## src/sv/dsu_pkg.sv

```systemverilog
// Shared types and constants for the disjoint-set union-find block.
// No dependencies; the top level and the sequencer import this package.
package dsu_pkg;

  // Port field widths fixed by the item format.
  localparam int ELEM_W  = 10;
  localparam int SIZE_W  = 11;
  localparam int CMD_W   = 2;
  localparam int CFG_W   = 11;

  // Reset value of the active element count register.
  localparam logic [CFG_W-1:0] ACTIVE_RESET = 11'd1024;

  // Command codes carried by an input item.
  typedef enum logic [CMD_W-1:0] {
    CMD_CLEAR = 2'd0,
    CMD_FIND  = 2'd1,
    CMD_UNITE = 2'd2,
    CMD_QUERY = 2'd3
  } cmd_t;

  // Sequencer states.
  typedef enum logic [2:0] {
    ST_IDLE,
    ST_CLEAR,
    ST_WALK,
    ST_FIX,
    ST_SIZE_U,
    ST_SIZE_V,
    ST_RESULT
  } state_t;

endpackage

```

## src/sv/dsu_ctrl.sv

```systemverilog
// Sequencer of the union-find block: walks parent links, compresses paths,
// merges sets and holds the result register. Depends on dsu_pkg and two dsu_ram tables.
module dsu_ctrl #(
  parameter int MAX_ELEMENTS = 1024
) (
  input  logic                                clk,
  input  logic                                rst_n,
  input  logic [dsu_pkg::CFG_W-1:0]           cfg_active,
  input  logic                                in_valid,
  output logic                                in_stall,
  input  logic [dsu_pkg::CMD_W-1:0]           in_command,
  input  logic [dsu_pkg::ELEM_W-1:0]          in_elem_u,
  input  logic [dsu_pkg::ELEM_W-1:0]          in_elem_v,
  output logic                                out_valid,
  input  logic                                out_stall,
  output logic [dsu_pkg::ELEM_W-1:0]          out_root,
  output logic [dsu_pkg::SIZE_W-1:0]          out_set_size,
  output logic                                out_same_set,
  output logic                                out_merged,
  output logic [dsu_pkg::SIZE_W-1:0]          out_set_count,
  output logic                                out_error,
  output logic                                p_we,
  output logic [$clog2(MAX_ELEMENTS)-1:0]     p_waddr,
  output logic [$clog2(MAX_ELEMENTS)-1:0]     p_wdata,
  output logic [$clog2(MAX_ELEMENTS)-1:0]     p_raddr,
  input  logic [$clog2(MAX_ELEMENTS)-1:0]     p_rdata,
  output logic                                s_we,
  output logic [$clog2(MAX_ELEMENTS)-1:0]     s_waddr,
  output logic [$clog2(MAX_ELEMENTS+1)-1:0]   s_wdata,
  output logic [$clog2(MAX_ELEMENTS)-1:0]     s_raddr,
  input  logic [$clog2(MAX_ELEMENTS+1)-1:0]   s_rdata
);

  import dsu_pkg::*;

  localparam int IW = $clog2(MAX_ELEMENTS);
  localparam int SW = $clog2(MAX_ELEMENTS + 1);

  // Saturate a requested element count into 1..MAX_ELEMENTS.
  function automatic logic [SW-1:0] clamp_live(input logic [CFG_W-1:0] val);
    logic [SW-1:0] res;
    if (val == '0) begin
      res = SW'(1);
    end else if (32'(val) > MAX_ELEMENTS) begin
      res = SW'(MAX_ELEMENTS);
    end else begin
      res = SW'(val);
    end
    return res;
  endfunction

  state_t          state_r, state_nxt;
  cmd_t            cmd_r, cmd_nxt;
  logic [IW-1:0]   u_r, u_nxt;
  logic [IW-1:0]   v_r, v_nxt;
  logic [IW-1:0]   cur_r, cur_nxt;
  logic [IW-1:0]   root_r, root_nxt;
  logic [IW-1:0]   ru_r, ru_nxt;
  logic            second_r, second_nxt;
  logic [SW-1:0]   size_u_r, size_u_nxt;
  logic [SW-1:0]   live_r, live_nxt;
  logic [SW-1:0]   sets_r, sets_nxt;
  logic [IW-1:0]   sweep_r, sweep_nxt;
  logic            from_cmd_r, from_cmd_nxt;

  logic [IW-1:0]   res_root_r, res_root_nxt;
  logic [SW-1:0]   res_size_r, res_size_nxt;
  logic            res_same_r, res_same_nxt;
  logic            res_merged_r, res_merged_nxt;
  logic            res_err_r, res_err_nxt;

  logic                out_valid_r, out_valid_nxt;
  logic [ELEM_W-1:0]   out_root_r, out_root_nxt;
  logic [SIZE_W-1:0]   out_set_size_r, out_set_size_nxt;
  logic                out_same_set_r, out_same_set_nxt;
  logic                out_merged_r, out_merged_nxt;
  logic [SIZE_W-1:0]   out_set_count_r, out_set_count_nxt;
  logic                out_error_r, out_error_nxt;

  cmd_t            in_cmd;
  logic            accept;
  logic            in_err;
  logic            walk_hit;
  logic            fix_done;
  logic            sweep_last;
  logic            out_free;
  logic [IW-1:0]   start_elem;
  logic            v_bigger;
  logic [IW-1:0]   winner;
  logic [IW-1:0]   loser;
  logic [SW-1:0]   sum_uv;

  // Shared conditions.
  assign in_cmd     = cmd_t'(in_command);
  assign in_stall   = (state_r != ST_IDLE);
  assign accept     = in_valid && !in_stall;
  assign in_err     = (32'(in_elem_u) >= 32'(live_r)) ||
                      ((in_cmd != CMD_FIND) && (32'(in_elem_v) >= 32'(live_r)));
  assign walk_hit   = (p_rdata == cur_r);
  assign fix_done   = (cur_r == root_r);
  assign sweep_last = (SW'(sweep_r) == (live_r - SW'(1)));
  assign out_free   = !out_valid_r || !out_stall;
  assign start_elem = second_r ? v_r : u_r;
  assign v_bigger   = (s_rdata > size_u_r);
  assign winner     = v_bigger ? root_r : ru_r;
  assign loser      = v_bigger ? ru_r : root_r;
  assign sum_uv     = size_u_r + s_rdata;

  // Next state.
  always_comb begin
    state_nxt = state_r;
    unique case (state_r)
      ST_IDLE: begin
        if (accept) begin
          if (in_cmd == CMD_CLEAR) begin
            state_nxt = ST_CLEAR;
          end else if (in_err) begin
            state_nxt = ST_RESULT;
          end else begin
            state_nxt = ST_WALK;
          end
        end
      end
      ST_CLEAR: begin
        if (sweep_last) begin
          state_nxt = from_cmd_r ? ST_RESULT : ST_IDLE;
        end
      end
      ST_WALK: begin
        if (walk_hit) begin
          state_nxt = ST_FIX;
        end
      end
      ST_FIX: begin
        if (fix_done) begin
          state_nxt = ((cmd_r == CMD_FIND) || second_r) ? ST_SIZE_U : ST_WALK;
        end
      end
      ST_SIZE_U: begin
        state_nxt = ((cmd_r == CMD_UNITE) && (ru_r != root_r)) ? ST_SIZE_V : ST_RESULT;
      end
      ST_SIZE_V: begin
        state_nxt = ST_RESULT;
      end
      ST_RESULT: begin
        if (out_free) begin
          state_nxt = ST_IDLE;
        end
      end
      default: begin
        state_nxt = ST_IDLE;
      end
    endcase
  end

  // Datapath, table accesses and result loading.
  always_comb begin
    cmd_nxt           = cmd_r;
    u_nxt             = u_r;
    v_nxt             = v_r;
    cur_nxt           = cur_r;
    root_nxt          = root_r;
    ru_nxt            = ru_r;
    second_nxt        = second_r;
    size_u_nxt        = size_u_r;
    live_nxt          = live_r;
    sets_nxt          = sets_r;
    sweep_nxt         = sweep_r;
    from_cmd_nxt      = from_cmd_r;
    res_root_nxt      = res_root_r;
    res_size_nxt      = res_size_r;
    res_same_nxt      = res_same_r;
    res_merged_nxt    = res_merged_r;
    res_err_nxt       = res_err_r;
    out_root_nxt      = out_root_r;
    out_set_size_nxt  = out_set_size_r;
    out_same_set_nxt  = out_same_set_r;
    out_merged_nxt    = out_merged_r;
    out_set_count_nxt = out_set_count_r;
    out_error_nxt     = out_error_r;
    p_we              = 1'b0;
    p_waddr           = cur_r;
    p_wdata           = root_r;
    p_raddr           = cur_r;
    s_we              = 1'b0;
    s_waddr           = winner;
    s_wdata           = sum_uv;
    s_raddr           = root_r;

    unique case (state_r)
      ST_IDLE: begin
        if (accept) begin
          cmd_nxt    = in_cmd;
          u_nxt      = IW'(in_elem_u);
          v_nxt      = IW'(in_elem_v);
          second_nxt = 1'b0;
          if (in_cmd == CMD_CLEAR) begin
            live_nxt     = clamp_live(cfg_active);
            sets_nxt     = clamp_live(cfg_active);
            sweep_nxt    = '0;
            from_cmd_nxt = 1'b1;
          end else if (in_err) begin
            res_root_nxt   = '0;
            res_size_nxt   = '0;
            res_same_nxt   = 1'b0;
            res_merged_nxt = 1'b0;
            res_err_nxt    = 1'b1;
          end else begin
            cur_nxt = IW'(in_elem_u);
            p_raddr = IW'(in_elem_u);
          end
        end
      end
      ST_CLEAR: begin
        // One entry per cycle back to a singleton.
        p_we           = 1'b1;
        p_waddr        = sweep_r;
        p_wdata        = sweep_r;
        s_we           = 1'b1;
        s_waddr        = sweep_r;
        s_wdata        = SW'(1);
        sweep_nxt      = sweep_r + IW'(1);
        res_root_nxt   = '0;
        res_size_nxt   = SW'(1);
        res_same_nxt   = 1'b0;
        res_merged_nxt = 1'b0;
        res_err_nxt    = 1'b0;
      end
      ST_WALK: begin
        // Follow one parent link per cycle; restart at the start for compression.
        if (walk_hit) begin
          root_nxt = cur_r;
          cur_nxt  = start_elem;
          p_raddr  = start_elem;
        end else begin
          cur_nxt = p_rdata;
          p_raddr = p_rdata;
        end
      end
      ST_FIX: begin
        // Point each element on the path at the root.
        if (!fix_done) begin
          p_we    = 1'b1;
          p_waddr = cur_r;
          p_wdata = root_r;
          cur_nxt = p_rdata;
          p_raddr = p_rdata;
        end else begin
          s_raddr = second_r ? ru_r : root_r;
          if (!second_r) begin
            ru_nxt = root_r;
            if (cmd_r != CMD_FIND) begin
              second_nxt = 1'b1;
              cur_nxt    = v_r;
              p_raddr    = v_r;
            end
          end
        end
      end
      ST_SIZE_U: begin
        size_u_nxt = s_rdata;
        if ((cmd_r == CMD_UNITE) && (ru_r != root_r)) begin
          s_raddr = root_r;
        end else begin
          res_root_nxt   = ru_r;
          res_size_nxt   = s_rdata;
          res_same_nxt   = (cmd_r != CMD_FIND) && (ru_r == root_r);
          res_merged_nxt = 1'b0;
          res_err_nxt    = 1'b0;
        end
      end
      ST_SIZE_V: begin
        // Larger set's root becomes parent; a tie keeps the root of u.
        p_we    = 1'b1;
        p_waddr = loser;
        p_wdata = winner;
        s_we    = 1'b1;
        s_waddr = winner;
        s_wdata = sum_uv;
        if (sets_r > SW'(1)) begin
          sets_nxt = sets_r - SW'(1);
        end
        res_root_nxt   = winner;
        res_size_nxt   = sum_uv;
        res_same_nxt   = 1'b0;
        res_merged_nxt = 1'b1;
        res_err_nxt    = 1'b0;
      end
      ST_RESULT: begin
        if (out_free) begin
          out_root_nxt      = ELEM_W'(res_root_r);
          out_set_size_nxt  = SIZE_W'(res_size_r);
          out_same_set_nxt  = res_same_r;
          out_merged_nxt    = res_merged_r;
          out_set_count_nxt = SIZE_W'(sets_r);
          out_error_nxt     = res_err_r;
        end
      end
      default: begin
        cmd_nxt = cmd_r;
      end
    endcase
  end

  // Output valid: set when a result loads, cleared when taken.
  assign out_valid_nxt = ((state_r == ST_RESULT) && out_free) ? 1'b1 :
                         (out_valid_r && out_stall);

  // Control registers.
  always_ff @(posedge clk) begin
    if (!rst_n) begin
      state_r     <= ST_CLEAR;
      live_r      <= clamp_live(ACTIVE_RESET);
      sets_r      <= clamp_live(ACTIVE_RESET);
      sweep_r     <= '0;
      from_cmd_r  <= 1'b0;
      second_r    <= 1'b0;
      out_valid_r <= 1'b0;
    end else begin
      state_r     <= state_nxt;
      live_r      <= live_nxt;
      sets_r      <= sets_nxt;
      sweep_r     <= sweep_nxt;
      from_cmd_r  <= from_cmd_nxt;
      second_r    <= second_nxt;
      out_valid_r <= out_valid_nxt;
    end
  end

  // Payload registers.
  always_ff @(posedge clk) begin
    cmd_r           <= cmd_nxt;
    u_r             <= u_nxt;
    v_r             <= v_nxt;
    cur_r           <= cur_nxt;
    root_r          <= root_nxt;
    ru_r            <= ru_nxt;
    size_u_r        <= size_u_nxt;
    res_root_r      <= res_root_nxt;
    res_size_r      <= res_size_nxt;
    res_same_r      <= res_same_nxt;
    res_merged_r    <= res_merged_nxt;
    res_err_r       <= res_err_nxt;
    out_root_r      <= out_root_nxt;
    out_set_size_r  <= out_set_size_nxt;
    out_same_set_r  <= out_same_set_nxt;
    out_merged_r    <= out_merged_nxt;
    out_set_count_r <= out_set_count_nxt;
    out_error_r     <= out_error_nxt;
  end

  assign out_valid     = out_valid_r;
  assign out_root      = out_root_r;
  assign out_set_size  = out_set_size_r;
  assign out_same_set  = out_same_set_r;
  assign out_merged    = out_merged_r;
  assign out_set_count = out_set_count_r;
  assign out_error     = out_error_r;

`ifndef SYNTHESIS
  // The set count stays between one and the live element count.
  a_sets_range: assert property (@(posedge clk) disable iff (!rst_n)
    (sets_r != '0) && (sets_r <= live_r))
    else $error("set count out of range");

  // A merge of two sets lowers the set count by one.
  a_merge_count: assert property (@(posedge clk) disable iff (!rst_n)
    ((state_r == ST_SIZE_V) && (sets_r > SW'(1))) |=> (sets_r == $past(sets_r) - SW'(1)))
    else $error("merge did not lower the set count");

  // An error item carries an empty result.
  a_error_result: assert property (@(posedge clk) disable iff (!rst_n)
    (out_valid_r && out_error_r) |-> ((out_set_size_r == '0) && !out_merged_r))
    else $error("error item with a non-empty result");

  // A merge only happens between different sets.
  a_merge_distinct: assert property (@(posedge clk) disable iff (!rst_n)
    (out_valid_r && out_merged_r) |-> !out_same_set_r)
    else $error("merge reported for one set");
`endif

endmodule
```

## config.mk

```make
export PLATFORM = sky130hd
export DESIGN_NAME = dsu_ctrl
export DESIGN_NICKNAME = d
export VERILOG_FILES = /design/src/sv/dsu_pkg.sv /design/src/sv/dsu_ctrl.sv
export SDC_FILE = /design/constraint.sdc
export NUM_CORES = 1
export LEC_CHECK = 0
export BUFFER_PORTS_ARGS = -buffer_cell sky130_fd_sc_hd__buf_2
export CAP_MARGIN = 20
export CELL_PAD_IN_SITES_DETAIL_PLACEMENT = 1
export CELL_PAD_IN_SITES_GLOBAL_PLACEMENT = 1
export CORE_UTILIZATION = 44
export CTS_CLUSTER_SIZE = 28
export DETAILED_ROUTE_END_ITERATION = 7
export PLACE_DENSITY = 0.83
export SLEW_MARGIN = 10
export SYNTH_ARGS = -nofsm -noshare
export SYNTH_HDL_FRONTEND = slang
export SYNTH_SLANG_ARGS = --single-unit
```

## constraint.sdc

```tcl
create_clock -name clk -period 6.08 [get_ports clk]
set_clock_uncertainty 0.05 [all_clocks]
set_input_delay 1.824 -clock clk [delete_from_list [all_inputs] [get_ports clk]]
set_output_delay 1.824 -clock clk [all_outputs]
set_load 0.01 [all_outputs]
```

Word level (Yosys, flattened, before mapping)

Index checks and enable logic that the tools add are counted.

Bits in registers: 160
Bits in latches: 0
Memory bits (writable): 0
Bits in read-only memories: 0
Bits of input ports: 58
Output and inout bits: 100
Logic and storage cells: 160
Memories: 0

$add $sub $neg: 4
Multiply operators: 0
Div/mod/pow operators: 0
Order comparisons: 5
Eq/ne operators: 25
Shift operators: 0
Muxes and demuxes: 68
Bitwise logic cells: 0
Reduce and logical (&&, ||, !) cells: 33

Operators with widths:

| cell                    | number |
|---|---|
| $mux W10                | 20 |
| $mux W11                | 10 |
| $pmux W10 S2            | 3 |
| $pmux W11 S4            | 1 |
| $pmux W10 S4            | 1 |
| $eq A10 B10 Y1          | 3 |
| $pmux W10 S3            | 1 |
| $mux W3                 | 9 |
| $ge A10 B11 Y1          | 2 |
| $pmux W11 S2            | 1 |
| $sub A11 B1 Y11 const B | 2 |
| $pmux W3 S7             | 1 |
| $ne A2 B2 Y1 const B    | 10 |
| $mux W1                 | 15 |
| $reduce_and A5 Y1       | 3 |
| $add A11 B11 Y11        | 1 |
| $eq A10 B11 Y1          | 1 |
| $gt A11 B1 Y1 const B   | 1 |
| $gt A11 B11 Y1          | 1 |
| $gt A11 B11 Y1 const B  | 1 |
| $logic_not A11 Y1       | 1 |
| $add A10 B1 Y10 const B | 1 |
| $ne A10 B10 Y1          | 1 |
| $eq A3 B3 Y1 const B    | 3 |
| other kinds (21)        | 42 |

Depth between registers and ports, before layout

Depth after elaboration: 7
Gate-level depth with buffers: 11
Depth with buffers taken out: 10

Worst setup path after synthesis

Ideal clock, no wire load.

Path kind: in2out
Start: in s_rdata[6]
End: out s_waddr[1]
Data arrival time: 3,691 ps
Required time: 4,206 ps
Setup slack: 515 ps
Stages: 10
Cell sequence: ha_1 > a21o_1 > a21o_1 > a21o_1 > a311oi_2 > a41o_1 > buf_4 > buf_4 > nand2_1 > a31oi_1

Word-level cells in the longest chain between the ends: 3

RTL lines:

| what               | line            | source |
|---|---|---|
| start: declaration | dsu_ctrl.sv:31  | `input logic [$clog2(MAX_ELEMENTS+1)-1:0] s_rdata` |
| $gt A11 B11 Y1     | dsu_ctrl.sv:104 | `assign v_bigger = (s_rdata > size_u_r);` |
| $mux W10           | dsu_ctrl.sv:105 | `assign winner = v_bigger ? root_r : ru_r;` |
| $mux W10           | dsu_ctrl.sv:190 | `unique case (state_r)` |
| end: declaration   | dsu_ctrl.sv:28  | `output logic [$clog2(MAX_ELEMENTS)-1:0] s_waddr,` |

No other way between the ends.

Worst setup path after layout

Start: in s_rdata[6]
End: out p_wdata[1]

Word-level cells in the longest chain between the ends: 3

RTL lines:

| what             | line            | source |
|---|---|---|
| $gt A11 B11 Y1   | dsu_ctrl.sv:104 |  |
| $mux W10         | dsu_ctrl.sv:105 |  |
| $pmux W10 S2     | dsu_ctrl.sv:190 |  |
| end: declaration | dsu_ctrl.sv:24  | `output logic [$clog2(MAX_ELEMENTS)-1:0] p_wdata,` |

No other way between the ends.

==> flow_summary.json <==
{
  "power_per_cell_area_nw_per_um2": 347,
  "ys_types": 71,
  "layout.filler_cells": 2327,
  "dominantRegCellSynth": "edfxtp_1",
  "total_leakage_power_nw": 4.42,
  "critical_path.startpoint_type": "input pin",
  "fin_nets": 1159,
  "crit-reg2reg-launch": "root_r[9]$_DFFE_PP_",
  "maxCapViolations": 0,
  "worst_hold_startpoint": "res_root_r[4]$_DFFE_PP_",
  "num_vias": 7967,
  "timing.hold.worst.class": "register to register",
  "status": "finished, final reports clean",
  "first_pass_grt_wire_length_mm": 45.2,
  "wl_per_cell_um": 21.5,
  "seq_area_frac_synth_pct": 46.8,
  "timing.final.crit_share_pct": 98.6,
  "synth_top_area_share_pct": 36.4,
  "finalCriticalPeriod_ns": 5.99,
  "detailed_place_hpwl_mm": 20.6,
  "path_clk_slew_ns": 0.07,
  "timing.final.setup_violations": 0,
  "drive_gt1_share_pct": 23.5,
  "critPathCaptureType": "primary output",
  "slew_violations": 0,
  "clock.fmax_ghz": 0.167,
  "route.antenna.remaining_nets": 0,
  "number_of_flops_mapped_to_enable_cells_by_yosys": 112,
  "synthesized_netlist_net_count": 1020,
  "worst_r2r_path_depth": 8,
  "whs_path_depth": 0,
  "buffer_ports.inserted": 157,
  "fin_setup_tns_ns": 0,
  "floorplan_die_width_um": 147,
  "cts_max_level": 4,
  "core-area_sq_um": 20400,
  "grt_max_degree": 36,
  "critical_path_peak_fanout": 10,
  "yosys.cell_count.top_type": "edfxtp_1",
  "crit_arrival_ns": 4.12,
  "synthTopCellsByCount": "112 x edfxtp_1, 77 x nor2_1, 73 x a21oi_1, 73 x nand2_1, 48 x dfxtp_1",
  "cts_max_path_buffers": 2,
  "antenna-diode-count": 0,
  "cts-hold-fix-buffers": 0,
  "drtIter0Drc": 584,
  "fin_cells": 1338,
  "ir_worst_vdd_uv": 221,
  "clk_latency_ns": 0.43,
  "fp.dieArea_sq_um": 21600,
  "reg2reg_slack_ns": 2.85,
  "worst_flop_to_flop_path_endpoint": "cur_r[9]$_DFF_P_",
  "gate_count_after_technology_mapping": 916,
  "post_synth.cell_area_avg_sq_um": 10.1,
  "global_route.usage.total_pct": 27.0,
  "synth.area.top_cells": "edfxtp_1 36%, dfxtp_1 10%, ha_1 6.1%",
  "top_level_ports": 158,
  "antenna_found_initial": 0,
  "numClockSinks": 160,
  "worstHoldEndpoint": "out_root[4]$_DFFE_PP_",
  "start_util_pct": 45.2,
  "remaining_drc_errors": 0,
  "clock_tree_from_tritoncts": "yes",
  "routed_wirelength_mm": 28.8,
  "grt_overflow": 0,
  "grt_pass1_vias": 8363,
  "netlist.top_cell.by_area": "edfxtp_1",
  "share_of_flip_flops_with_an_asynchronous_set_or_reset_pct": 0,
  "drt-vias-per-instance": 5.95,
  "finalHoldViolations": 0,
  "crit_required_ns": 4.21,
  "numCtsBuffers": 17,
  "die_height_um": 147,
  "flow.area_growth_from_synthesis_pct": 17.5,
  "place.detailed.instances": 1306,
  "number_of_iterations_in_the_first_detailed_routing_pass": 5,
  "placement_rows": 52,
  "finalHoldWorstSlack_ns": 0.370,
  "gpl.final_weighted_congestion": 0.862,
  "worst-slew-pin-transition_ns": 0.947,
  "timing.slew.headroom_pct": 36.7,
  "synth-seq-cells": 160,
  "cell_area_synth_sq_um": 9240,
  "clockRootBuffer": "clkbuf_16",
  "synth-warning-count": 0,
  "worstSetupPathType": "input pin to primary output"
}
-- final cells by class --
type,count,area (sq um),share of cell area [%]
clock buffer,21,472,4.34
timing repair buffer,178,963,8.87
tap,270,338,3.11
inverter,42,158,1.45
clock inverter,11,101,0.933
multi-input combinational,656,4510,41.5
sequential,160,4320,39.8
-- what timing repair did --
action                     4_1_cts  5_1_grt
setup buffers                    0        0
gates resized for setup          0        5
setup endpoints to repair        0        5
hold endpoints to repair         0        0
-- cells in the final DEF, fill, tap and decap left out, types with 12 or more instances in the layout --
master | synthesis | layout
inv_1 | 39 | 39
mux2_2 | 20 | 20
xor2_1 | 30 | 30
nand2_1 | 73 | 73
nor3_1 | 17 | 17
buf_4 | 5 | 18
buf_2 | 13 | 157
nor2b_1 | 12 | 12
a22oi_1 | 13 | 13
clkbuf_16 | 0 | 18
o21ai_0 | 44 | 44
edfxtp_1 | 112 | 112
mux2i_1 | 32 | 32
a21oi_1 | 73 | 71
o22ai_1 | 24 | 24
nor2_1 | 77 | 77
dfxtp_1 | 48 | 48
a31oi_1 | 14 | 13
xnor2_1 | 30 | 30
ha_1 | 45 | 45
-- power by group --
group / internal (mW) / switching (mW)
logic: 0.471 / 0.735
clock network: 0.601 / 0.454
registers: 1.36 / 0.154
total: 2.43 / 1.34
-- per-stage QoR --
stage / area [sq um] / setup slack (ns) / util, % / power (mW)
after floorplan: 9240 / 0.515 / - / 2.22
after global placement: 10300 / 0.158 / 50.3 / 2.67
after detailed placement: 10300 / 0.122 / 50.3 / 2.71
after CTS: 10800 / 0.0967 / 53.1 / 3.77
after global routing: 10900 / -0.00206 / 53.2 / 3.95
final: 10900 / 0.0875 / 53.2 / 3.77
-- worst max-delay path by stage --
stage | from | endpoint | slack [ns] | cells past startpoint
finish | s_rdata[6] | p_wdata[1] | 0.09 | 11
global route | s_rdata[6] | s_waddr[0] | -0.002 | 11
CTS | s_rdata[6] | s_waddr[8] | 0.1 | 11
detailed placement | s_rdata[6] | s_waddr[7] | 0.12 | 11
global placement | s_rdata[6] | s_waddr[8] | 0.16 | 11
floorplan | s_rdata[6] | s_waddr[1] | 0.52 | 10
-- logic make-up (layout without fill, tap and decap cells) --
group           after synthesis  after routing  share of synthesized area, %
compound gates              258            258                          18.2
simple gates                240            240                          12.4
flops                       160            160                          46.8
buf+inv                     100            252                          4.76
xor+xnor                     60             60                          5.68
mux                          52             52                          5.90
fa+ha+maj                    46             46                          6.31
-- registers in the layout, indices dropped and copies added (netlist names), 2 cells and up --
signal / cells
res_root_r: 10
root_r: 10
size_u_r: 11
cmd_r: 2
v_r: 10
sweep_r: 10
out_set_count: 11
state_r: 3
live_r: 11
sets_r: 11
ru_r: 10
u_r: 10
cur_r: 10
res_size_r: 11
out_set_size: 11
out_root: 10
-- routing by layer --
layer,GRT usage [%],routed length [um]
met4,10.8,875
met1,33.8,12200
met2,46.1,14200
met5,0,0
met3,4.78,1560
-- worst max-delay path: stages --
cell,delay [ns]
buf_2,0.12
ha_1,0.31
a21o_1,0.18
a21o_1,0.16
a21o_1,0.18
a311oi_2,0.33
a41o_1,0.27
nand2_2,0.21
o22ai_1,0.23
a21oi_1,0.12
buf_2,0.16
Power figures use the tool's default switching activity.
